===== src/design/abtt_pkg.sv =====
// Shared constants and types for the array-based binary tree block.
// No dependencies; the interfaces, the top level and the checker use this package.
package abtt_pkg;

  localparam int TREE_LEVELS = 6;
  localparam int NODE_COUNT  = (1 << TREE_LEVELS) - 1;
  localparam int IDX_W       = TREE_LEVELS;
  localparam int DATA_W      = 32;
  localparam int PATH_W      = 6;
  localparam int LEVEL_W     = 3;

  typedef logic [IDX_W-1:0] idx_t;
  typedef logic [IDX_W:0]   child_t;

  typedef enum logic [1:0] {
    OP_INSERT    = 2'd0,
    OP_PREORDER  = 2'd1,
    OP_POSTORDER = 2'd2,
    OP_INORDER   = 2'd3
  } op_t;

  typedef enum logic [1:0] {
    ST_INSERTED = 2'd0,
    ST_VALUE    = 2'd1,
    ST_EMPTY    = 2'd2,
    ST_NO_FREE  = 2'd3
  } status_t;

endpackage


===== src/design/abtt_cmd_if.sv =====
// Command channel (insert or traversal request) with valid/ready handshake.
// Depends on abtt_pkg for field types and widths.
interface abtt_cmd_if;
  logic                            valid;
  logic                            ready;
  abtt_pkg::op_t                   operation;
  logic signed [abtt_pkg::DATA_W-1:0] data;
  logic [abtt_pkg::PATH_W-1:0]     path;

  modport source (output valid, output operation, output data, output path, input ready);
  modport sink   (input valid, input operation, input data, input path, output ready);
endinterface


===== src/design/abtt_rsp_if.sv =====
// Result channel (inserted, traversal value, status) with valid/ready handshake.
// Depends on abtt_pkg for field types and widths.
interface abtt_rsp_if;
  logic                            valid;
  logic                            ready;
  logic signed [abtt_pkg::DATA_W-1:0] value;
  abtt_pkg::status_t               status;
  logic                            last;

  modport source (output valid, output value, output status, output last, input ready);
  modport sink   (input valid, input value, input status, input last, output ready);
endinterface


===== src/design/abtt_ram.sv =====
// Generic simple dual-port RAM: one write port, one read port, registered read.
// No dependencies.
module abtt_ram #(
  parameter int WIDTH = 32,
  parameter int DEPTH = 63
) (
  input  logic                                      clk,
  input  logic                                      we,
  input  logic [((DEPTH > 1) ? $clog2(DEPTH) : 1)-1:0] waddr,
  input  logic [WIDTH-1:0]                          wdata,
  input  logic                                      re,
  input  logic [((DEPTH > 1) ? $clog2(DEPTH) : 1)-1:0] raddr,
  output logic [WIDTH-1:0]                          rdata
);

  logic [WIDTH-1:0] mem [DEPTH];

  always_ff @(posedge clk) begin
    if (we) begin
      mem[waddr] <= wdata;
    end
    if (re) begin
      rdata <= mem[raddr];
    end
  end

endmodule


===== src/design/array_binary_tree_traversal.sv =====
// Array-based binary tree: heap-indexed node store with insert and traversals.
// Depends on abtt_pkg, abtt_cmd_if, abtt_rsp_if and abtt_ram.
//
// Usage:
//   cmd carries one request per transfer: operation (insert, preorder,
//   postorder, inorder), data (value to insert) and path (left/right bits).
//   rsp returns the results of that request; last marks the final one.
//   An insert gives one result: inserted, or no free node on its path.
//   A traversal gives one result per stored node, or one tree-empty result.
// Timing:
//   cmd.ready is high only while the sequencer is idle; one request is
//   worked on at a time. An insert walks its path one tree level at a
//   time through the shared child-index unit. A traversal steps one node
//   edge or phase at a time and reads each value that it emits from the
//   single-read-port node RAM.
//   The final result sits in an output register, so the next request is
//   taken while it still waits for rsp.ready. A stalled receiver stalls the
//   sequencer when a further value must be handed over.
// Reset:
//   rst clears all node valid bits (tree empty) and drops any pending result.
module array_binary_tree_traversal (
  input  logic       clk,
  input  logic       rst,
  abtt_cmd_if.sink   cmd,
  abtt_rsp_if.source rsp
);
  import abtt_pkg::*;

  typedef enum logic [4:0] {
    S_IDLE   = 5'b00001,
    S_INSERT = 5'b00010,
    S_WALK   = 5'b00100,
    S_EMIT   = 5'b01000,
    S_FINISH = 5'b10000
  } state_t;

  typedef enum logic [2:0] {
    P_ENTER       = 3'b001,
    P_AFTER_LEFT  = 3'b010,
    P_AFTER_RIGHT = 3'b100
  } phase_t;

  state_t                  state;
  phase_t                  phase;
  idx_t                    idx;
  logic [LEVEL_W-1:0]      lvl;
  op_t                     order;
  logic [PATH_W-1:0]       path_r;
  logic [DATA_W-1:0]       data_r;
  logic                    done;
  logic [NODE_COUNT-1:0]   valid;
  logic [DATA_W-1:0]       pend_value;
  logic                    pend_valid;
  status_t                 fin_status;
  logic                    out_valid;
  logic [DATA_W-1:0]       out_value;
  status_t                 out_status;
  logic                    out_last;

  logic                    cmd_fire;
  logic                    out_free;
  logic                    out_load;
  child_t                  left;
  child_t                  right;
  child_t                  ins_child;
  logic                    left_ok;
  logic                    right_ok;
  logic                    ins_free;
  idx_t                    parent;
  logic                    emit_here;

  logic                    ram_we;
  idx_t                    ram_waddr;
  logic [DATA_W-1:0]       ram_wdata;
  logic                    ram_re;
  logic [DATA_W-1:0]       ram_rdata;

  assign cmd.ready  = (state == S_IDLE);
  assign cmd_fire   = cmd.valid && cmd.ready;
  assign out_free   = !out_valid || rsp.ready;
  assign out_load   = out_free && ((state == S_FINISH) || ((state == S_EMIT) && pend_valid));

  assign rsp.valid  = out_valid;
  assign rsp.value  = out_value;
  assign rsp.status = out_status;
  assign rsp.last   = out_last;

  assign left      = {idx, 1'b1};
  assign right     = child_t'({idx, 1'b0}) + child_t'(2);
  assign ins_child = path_r[lvl] ? right : left;
  assign left_ok   = (left < child_t'(NODE_COUNT)) && valid[left[IDX_W-1:0]];
  assign right_ok  = (right < child_t'(NODE_COUNT)) && valid[right[IDX_W-1:0]];
  assign ins_free  = (ins_child < child_t'(NODE_COUNT)) && !valid[ins_child[IDX_W-1:0]];
  assign parent    = (idx - idx_t'(1)) >> 1;

  assign emit_here = ((phase == P_ENTER)       && (order == OP_PREORDER))  ||
                     ((phase == P_AFTER_LEFT)  && (order == OP_INORDER))   ||
                     ((phase == P_AFTER_RIGHT) && (order == OP_POSTORDER));

  always_comb begin
    ram_we    = 1'b0;
    ram_waddr = ins_child[IDX_W-1:0];
    ram_wdata = data_r;
    if (state == S_IDLE) begin
      ram_we    = cmd_fire && (cmd.operation == OP_INSERT) && !valid[0];
      ram_waddr = '0;
      ram_wdata = cmd.data;
    end else if (state == S_INSERT) begin
      ram_we = ins_free;
    end
  end

  assign ram_re = (state == S_WALK) && emit_here && !done;

  abtt_ram #(
    .WIDTH (DATA_W),
    .DEPTH (NODE_COUNT)
  ) u_node_ram (
    .clk   (clk),
    .we    (ram_we),
    .waddr (ram_waddr),
    .wdata (ram_wdata),
    .re    (ram_re),
    .raddr (idx),
    .rdata (ram_rdata)
  );

  always_ff @(posedge clk) begin
    if (rst) begin
      state      <= S_IDLE;
      out_valid  <= 1'b0;
      pend_valid <= 1'b0;
      valid      <= '0;
    end else begin
      if (out_load) begin
        out_valid <= 1'b1;
      end else if (rsp.ready) begin
        out_valid <= 1'b0;
      end
      unique case (state)
        S_IDLE: begin
          if (cmd_fire) begin
            order  <= cmd.operation;
            path_r <= cmd.path;
            data_r <= cmd.data;
            idx    <= '0;
            lvl    <= '0;
            phase  <= P_ENTER;
            done   <= 1'b0;
            if (cmd.operation == OP_INSERT) begin
              if (!valid[0]) begin
                valid[0]   <= 1'b1;
                fin_status <= ST_INSERTED;
                state      <= S_FINISH;
              end else if (TREE_LEVELS == 1) begin
                fin_status <= ST_NO_FREE;
                state      <= S_FINISH;
              end else begin
                state <= S_INSERT;
              end
            end else begin
              fin_status <= ST_EMPTY;
              state      <= valid[0] ? S_WALK : S_FINISH;
            end
          end
        end
        S_INSERT: begin
          if (ins_free) begin
            valid[ins_child[IDX_W-1:0]] <= 1'b1;
            fin_status                  <= ST_INSERTED;
            state                       <= S_FINISH;
          end else if (lvl == LEVEL_W'(TREE_LEVELS - 2)) begin
            fin_status <= ST_NO_FREE;
            state      <= S_FINISH;
          end else begin
            idx <= ins_child[IDX_W-1:0];
            lvl <= lvl + LEVEL_W'(1);
          end
        end
        S_WALK: begin
          if (emit_here && !done) begin
            state <= S_EMIT;
          end else begin
            done <= 1'b0;
            unique case (phase)
              P_ENTER: begin
                if (left_ok) begin
                  idx <= left[IDX_W-1:0];
                end else begin
                  phase <= P_AFTER_LEFT;
                end
              end
              P_AFTER_LEFT: begin
                if (right_ok) begin
                  idx   <= right[IDX_W-1:0];
                  phase <= P_ENTER;
                end else begin
                  phase <= P_AFTER_RIGHT;
                end
              end
              P_AFTER_RIGHT: begin
                if (idx == '0) begin
                  state <= S_FINISH;
                end else begin
                  idx   <= parent;
                  phase <= idx[0] ? P_AFTER_LEFT : P_AFTER_RIGHT;
                end
              end
              default: phase <= P_ENTER;
            endcase
          end
        end
        S_EMIT: begin
          if (!pend_valid || out_free) begin
            if (pend_valid) begin
              out_value  <= pend_value;
              out_status <= ST_VALUE;
              out_last   <= 1'b0;
            end
            pend_value <= ram_rdata;
            pend_valid <= 1'b1;
            done       <= 1'b1;
            state      <= S_WALK;
          end
        end
        S_FINISH: begin
          if (out_free) begin
            out_last  <= 1'b1;
            if (pend_valid) begin
              out_value  <= pend_value;
              out_status <= ST_VALUE;
            end else begin
              out_value  <= '0;
              out_status <= fin_status;
            end
            pend_valid <= 1'b0;
            state      <= S_IDLE;
          end
        end
        default: state <= S_IDLE;
      endcase
    end
  end

endmodule


===== src/flat_wrapper.sv =====
// flat-port wrapper written by rule: the top's interface ports become plain ports
module array_binary_tree_traversal_flat import abtt_pkg::*;
  (clk, rst, cmd_valid, cmd_operation, cmd_data, cmd_path, cmd_ready, rsp_valid, rsp_value, rsp_status, rsp_last, rsp_ready);
  abtt_cmd_if cmd_i ();
  abtt_rsp_if rsp_i ();
  input  logic clk;
  input  logic rst;
  input wire logic [$bits(cmd_i.valid)-1:0] cmd_valid;
  input wire logic [$bits(cmd_i.operation)-1:0] cmd_operation;
  input wire logic [$bits(cmd_i.data)-1:0] cmd_data;
  input wire logic [$bits(cmd_i.path)-1:0] cmd_path;
  output wire logic [$bits(cmd_i.ready)-1:0] cmd_ready;
  output wire logic [$bits(rsp_i.valid)-1:0] rsp_valid;
  output wire logic [$bits(rsp_i.value)-1:0] rsp_value;
  output wire logic [$bits(rsp_i.status)-1:0] rsp_status;
  output wire logic [$bits(rsp_i.last)-1:0] rsp_last;
  input wire logic [$bits(rsp_i.ready)-1:0] rsp_ready;
  assign cmd_i.valid = cmd_valid;
  assign cmd_i.operation = cmd_operation;
  assign cmd_i.data = cmd_data;
  assign cmd_i.path = cmd_path;
  assign cmd_ready = cmd_i.ready;
  assign rsp_valid = rsp_i.valid;
  assign rsp_value = rsp_i.value;
  assign rsp_status = rsp_i.status;
  assign rsp_last = rsp_i.last;
  assign rsp_i.ready = rsp_ready;
  array_binary_tree_traversal u_core (.clk(clk), .rst(rst), .cmd(cmd_i), .rsp(rsp_i));
endmodule

===== config.mk =====
export PLATFORM = sky130hd
export DESIGN_NAME = array_binary_tree_traversal_flat
export DESIGN_NICKNAME = d
export VERILOG_FILES = /design/src/design/abtt_pkg.sv /design/src/design/abtt_cmd_if.sv /design/src/design/abtt_rsp_if.sv /design/src/design/abtt_ram.sv /design/src/design/array_binary_tree_traversal.sv /design/src/flat_wrapper.sv
export SDC_FILE = /design/constraint.sdc
export NUM_CORES = 2
export LEC_CHECK = 0
export ABC_AREA = 1
export BUFFER_PORTS_ARGS = -buffer_cell sky130_fd_sc_hd__buf_2
export CAP_MARGIN = 20
export CORE_UTILIZATION = 45
export CTS_BUF_LIST = sky130_fd_sc_hd__clkbuf_4 sky130_fd_sc_hd__clkbuf_8 sky130_fd_sc_hd__clkbuf_16
export DETAILED_ROUTE_END_ITERATION = 12
export PLACE_DENSITY_LB_ADDON = 0.1
export SLEW_MARGIN = 25
export SYNTH_ARGS = -nofsm -noshare
export SYNTH_HDL_FRONTEND = slang
export SYNTH_SLANG_ARGS = --single-unit
export TNS_END_PERCENT = 1

===== constraint.sdc =====
create_clock -name clk -period 16.7 [get_ports clk]
set_input_delay 2.505 -clock clk [delete_from_list [all_inputs] [get_ports clk]]
set_output_delay 2.505 -clock clk [all_outputs]
set_load 0.03 [all_outputs]

* Word-level counts from Yosys, hierarchy flattened
Memories as Yosys holds them, arrays and structs flattened. A register that Yosys moved wholly into a read port is not among the register bits.
Index checks and enable logic that the tools add are counted.
** Storage, ports and cells
- Input bits :: 44
- Memories :: 1
- Flip-flop bits (word level) :: 192
- Bits in writable memories :: 2016
- Word-level logic and storage cells :: 188
** Memory list
- u_core.u_node_ram.mem :: depth 63, width 32, rd ports 1, clocked after memory_dff 1, write ports 1, line abtt_ram.sv:16 : logic [WIDTH-1:0] mem [DEPTH];
** Operators by class
- Magnitude comparators :: 8
- Reductions and logical operators :: 45
- Bitwise operators :: 2
- Mux-type cells :: 82
- $add $sub $neg :: 3
- Equality and inequality tests :: 30
** Operators with widths (count)
- 32-bit 2-to-1 mux :: 5
- 32-bit one-hot mux with 2 select lines :: 1
- 63-bit bitwise OR :: 1
- 5-bit 2-to-1 mux :: 11
- 6-bit 2-to-1 mux :: 8
- 6-bit one-hot mux with 3 select lines :: 2
- 3-bit 2-to-1 mux :: 9
- 5-bit one-hot mux with 5 select lines :: 1
- 6-bit by 7-bit < comparator with 1-bit output (second input constant) :: 3
- 7-bit by 6-bit < comparator with 1-bit output (second input constant) :: 3
- 1-bit 2-to-1 mux :: 21
- 5-bit AND reduction :: 4
- 2-bit 2-to-1 mux :: 9
- 1-bit logical AND :: 15
- 1-bit binary-select mux with 6-bit select :: 2
- 2-bit inequality test (second input constant) :: 6
- 3-bit by 2-bit inequality test with 1-bit output (second input constant) :: 4
- 3-bit inequality test (second input constant) :: 4
- 3-bit one-hot mux with 2 select lines :: 2
- 6-bit AND reduction :: 2
- 10-bit AND reduction :: 1
- 3-bit one-hot mux with 3 select lines :: 1
- 3-bit AND reduction :: 3
- 2-bit one-hot mux with 2 select lines :: 2
- other kinds (32) :: 50

* Logic depth before layout (Yosys ltp)
- Depth in word-level cells :: 11
- Gate-level depth with buffers :: 23

* Cells and area by module
A second synthesis with hierarchy kept.
** Second synthesis, totals
- Cell total of the unflattened synthesis :: 7894
- Area, all modules :: 91207.5 sq um
** By module, submodules not included
- abtt_ram :: times used 1, area each 81847.2 sq um, cells each 6700
- array_binary_tree_traversal :: times used 1, area each 9360.2 sq um, cells each 1194

* Least setup slack after synthesis
No wires, ideal clock.
- Kind :: input to register
- From :: in rst
- To :: reg u_core.data_r[0] (enable)
- Cell stages on the path :: 3
- Library setup time :: 0.487 ns
- Path slack :: 10.555 ns
- Path buffers :: 2
- Arrival :: 5.658 ns
- Required time :: 16.213 ns
- Cell sequence :: clkbuf_1 > clkbuf_1 > nor3_1
** Between the ends
- Word-level cells in the longest chain between the ends :: 2
** RTL lines
- from (decl) :: line flat_wrapper.sv:7 : input logic rst;
- 1-bit inverter (no source line)
- 3-bit AND reduction (no source line)
- to (signal assigned) :: line array_binary_tree_traversal.sv:145 : data_r <= cmd.data;
- to (decl) :: line array_binary_tree_traversal.sv:49 : logic [DATA_W-1:0] data_r;
No other way between the ends.
A chain may end at the register's enable or synchronous reset.

==> summary.md <==
| Metric | Value |
|---|---|
| Post-synth net total | 6,800 |
| Sequential fraction of design power | 42.3% |
| Iteration count of the initial detailed-routing pass | 7 |
| Setup TNS | 0 ns |
| Final count of hold timing violations | 0 |
| Filler cell count in the final layout | 16,440 |
| Placeable core region | 193,400 µm² |
| Worst slew pin tran | 1.175 ns |
| Layout Cells excl Fill | 9,453 |
| Required time of the worst setup path | 17.44 ns |
| Number of vias per cell | 5.977 |
| Register area | 66,560 µm² |
| Clock net sink count | 2,240 |
| Pre-CTS worst setup slack | 10.68 ns |
| Kind of critical path | reg2reg |
| Minimum clock period | 6.087 ns |
| Peak ir drop on the vdd network | 0.0001853 V |
| Largest net degree at the start of global routing | 199 |
| Die Y-Extent | 444.3 µm |
| Internal portion of total power | 11.26 mW |
| DRT antenna net count | 0 |
| Worst rel slew slack | 21.04% |
| Number of antenna violations at the first check in global routing | 3 |
| Number of flops mapped to enable cells by yosys | 2,170 |
| Area occupied by multi-input gates | 19,490 µm² |
| Maximum clock frequency | 0.1643 GHz |
| Flops & latches, synth | 2,240 |
| Register area share after synthesis | 75.62% |
| Worst-path maximum fanout | 84 |
| Number of hold buffers added after cts | 0 |
| Postcts setup bufs | 0 |
| Comb power frac | 28.2% |
| Clock tree from TritonCTS | yes |
| Yosys warning total | 0 |
| CTS H-tree lvls | 4 |
| Power Dens Cells | 176.0 nW/µm² |
| Clk pwr share | 29.5% |
| Count of distinct cell types in the synthesized netlist | 47 |
| Total routed wirelength | 268.7 mm |
| Detailed placer's ending HPWL | 150.0 mm |
| Effective utilization at floorplan | 45.52% |
| Final net count | 6,782 |
| Pins over their slew limit | 0 |
| Number of cells upsized or downsized after cts | 0 |
| Synthesized instance count | 6,751 |
| Most used DFF post-synth | sky130_fd_sc_hd__edfxtp_1 |
| Number of placed I/O pins | 81 |
| Post-Syn Area | 88,020 µm² |
| Root buffer cell | sky130_fd_sc_hd__clkbuf_16 |
| Number of buffers inserted during clock tree synthesis | 227 |
| Total global routing track utilization | 26.90% |
| Worst setup slack after layout | 10.61 ns |
| Setup repair after global routing missed its margin | false |
| Switching Fraction | 35.57% |
| Total number of placement rows | 161 |
| Share of the clock period used by the worst path after layout | 36.45% |
| Relative area change from synthesis to final layout | 12.84% |
| Clock-pin slew on the worst setup and hold paths | 0.07 ns |
| Classification of the worst-slack hold path | reg2reg |
| Worst path arrival time | 6.82 ns |
| Total instance count after detailed placement | 9,029 |
| Category of the worst setup path launch point | flop |
| Die Area | 197,400 µm² |
| Switching power of the nets | 6.217 mW |
| Die extent in x | 444.3 µm |
| Final global-route overflow total | 0 |
| Max Cap Violations | 0 |
| Port-buffer cells | 80 |
| Fraction of final layout cells sized beyond drive strength 1 | 10.63% |
| Lkg Pwr | 32.01 nW |
| Run status | finished clean |
| Vias post-DR | 56,500 |
| Global-route wire length before repair | 386.5 mm |
| Detail-routed net length per standard cell | 28.42 µm |
| Final routed DRC violation total | 0 |
| Final weighted congestion in routability-driven placement | 0.8887 |
| Share of synthesized registers carrying an async set or reset | 0% |
| Synthesized area divided by synthesized cell count | 13.04 µm² |
| Post-layout utilization of the core | 51.36% |
| Initial drt markers | 6,244 |
| Deepest clock path buffer count | 3 |
| Category of the worst setup path capture point | flop |
| Setup-failing EPs final | 0 |
| Vias in the first global route | 52,830 |
| Fin Clk Skew | 0.02806 ns |
| Clk_lat worst skew | 0.87 ns |
[power groups by stage]
stage / registers [mW] / logic, mW / clock network (mW)
2_1_floorplan: 7.53 / 2.62 / 0
3_3_place_gp: 7.51 / 4.90 / 0
3_5_place_dp: 7.51 / 4.94 / 0
4_1_cts: 7.39 / 4.95 / 5.22
5_1_grt: 7.40 / 5.26 / 5.43
6_report: 7.39 / 4.93 / 5.16
[cell usage after synthesis (all sizes together) (63+ instances only)]
cell type  count  area (µm²)
o22ai        280        1752
dfxtp         70        1401
inv          173       649.4
a221oi        63       551.8
nor2        1025        3860
clkbuf       385        1445
o21ai        931        4678
buf           83       392.9
edfxtp      2170       65160
nand2        790        2970
o211ai       113       848.3
a21oi        189       945.9
nand3        174       900.9
o221ai       142        1244
[cell families after synthesis]
| logic type | count (synthesis) | share of synthesized area, % |
|---|---|---|
| buffers and inverters | 644 | 2.839 |
| adders and majority gates | 5 | 0.07107 |
| DFF | 2240 | 75.62 |
| xor gates and xnor gates | 3 | 0.02986 |
| and+or+nand+nor | 2025 | 9.063 |
| AOI/OAI and AO/OA | 1834 | 12.38 |
[stage by stage]
step / power, mW / instance area, µm² / hold WS, ns
global route: 18.09 / 99330 / 0.4253
detailed placement: 12.46 / 91760 / 0.4062
floorplan: 10.15 / 88020 / 0.4003
finish: 17.48 / 99330 / 0.4173
global placement: 12.42 / 91230 / 0.4011
CTS: 17.57 / 99300 / 0.4187
[final cells by class]
| class | count | area share, % |
|---|---|---|
| clock buffers | 281 | 6.198 |
| flip-flops and latches | 2240 | 67.01 |
| diodes | 2 | 0.005039 |
| inverters | 176 | 0.6903 |
| well taps | 2526 | 3.182 |
| clock inverters | 140 | 1.392 |
| multi-input cells | 3867 | 19.62 |
| repair buffers | 221 | 1.895 |
[final timing paths]
check / cells after the start / slack, ns / from / end
worst max register to register: 11 / 10.61 / u_core.idx[0] / u_core.u_node_ram.rdata[24]
worst max-delay path: 11 / 10.61 / u_core.idx[0] / u_core.u_node_ram.rdata[24]
worst min register to register: 0 / 0.42 / u_core.u_node_ram.rdata[1] / u_core.pend_value[1]
worst min-delay path: 0 / 0.42 / u_core.u_node_ram.rdata[1] / u_core.pend_value[1]
[cells in the final DEF (no fill, tap or decap), types with 7 or more instances in the layout]
master and count:
sky130_fd_sc_hd__a21oi_1 189, sky130_fd_sc_hd__a221oi_1 63, sky130_fd_sc_hd__a311o_1 18, sky130_fd_sc_hd__a31oi_1 62
sky130_fd_sc_hd__buf_12 15, sky130_fd_sc_hd__buf_16 11, sky130_fd_sc_hd__buf_2 80, sky130_fd_sc_hd__buf_4 112
sky130_fd_sc_hd__bufinv_16 25, sky130_fd_sc_hd__clkbuf_16 231, sky130_fd_sc_hd__clkbuf_4 50, sky130_fd_sc_hd__clkinv_1 58
sky130_fd_sc_hd__clkinv_2 46, sky130_fd_sc_hd__clkinv_4 7, sky130_fd_sc_hd__clkinvlp_4 7, sky130_fd_sc_hd__dfxtp_1 70
sky130_fd_sc_hd__edfxtp_1 2170, sky130_fd_sc_hd__inv_1 137, sky130_fd_sc_hd__inv_2 21, sky130_fd_sc_hd__inv_6 10
sky130_fd_sc_hd__nand2_1 756, sky130_fd_sc_hd__nand2_2 15, sky130_fd_sc_hd__nand2_4 19, sky130_fd_sc_hd__nand3_1 168
sky130_fd_sc_hd__nor2_1 979, sky130_fd_sc_hd__nor2_4 43, sky130_fd_sc_hd__nor3_1 8, sky130_fd_sc_hd__o2111ai_1 24
sky130_fd_sc_hd__o211ai_1 113, sky130_fd_sc_hd__o21ai_0 918, sky130_fd_sc_hd__o21ai_1 8, sky130_fd_sc_hd__o221ai_1 142
sky130_fd_sc_hd__o22ai_1 280, sky130_fd_sc_hd__or3b_2 13
[worst max-delay path, stage by stage (launching register included)]
cell                       delay [ns]
sky130_fd_sc_hd__edfxtp_1        0.51
sky130_fd_sc_hd__inv_8           0.40
sky130_fd_sc_hd__buf_4           0.66
sky130_fd_sc_hd__buf_4           0.73
sky130_fd_sc_hd__buf_4           0.75
sky130_fd_sc_hd__buf_4           0.83
sky130_fd_sc_hd__buf_4           0.80
sky130_fd_sc_hd__o21ai_0         0.18
sky130_fd_sc_hd__o221ai_1        0.22
sky130_fd_sc_hd__nand3_1         0.22
sky130_fd_sc_hd__a31oi_1         0.22
sky130_fd_sc_hd__a311o_1         0.15
[registers in the layout, indices dropped and copies added, names as in the netlist]
signal	count
u_core.lvl	3
u_core.idx	6
u_core.u_node_ram.rdata	32
u_core.rsp.value	32
u_core.state	5
u_core.phase	3
u_core.data_r	32
u_core.u_node_ram.mem	2016
u_core.rsp.status	2
u_core.rsp.last	1
u_core.done	1
u_core.rsp.valid	1
u_core.pend_valid	1
u_core.pend_value	32
u_core.valid	63
u_core.order	2
u_core.fin_status	2
u_core.path_r	6
[metal layers]
metal	part of all wire (%)	up-vias	global-route usage, %	wire [µm]
met5	0	-	0	0
met4	2.9	0	8.188	7692
met3	6.5	342	3.334	17350
met2	47	2278	42.77	127400
met1	43	28760	38.79	116300
li1	-	25110	-	-
(Power assumes the default switching activity.)
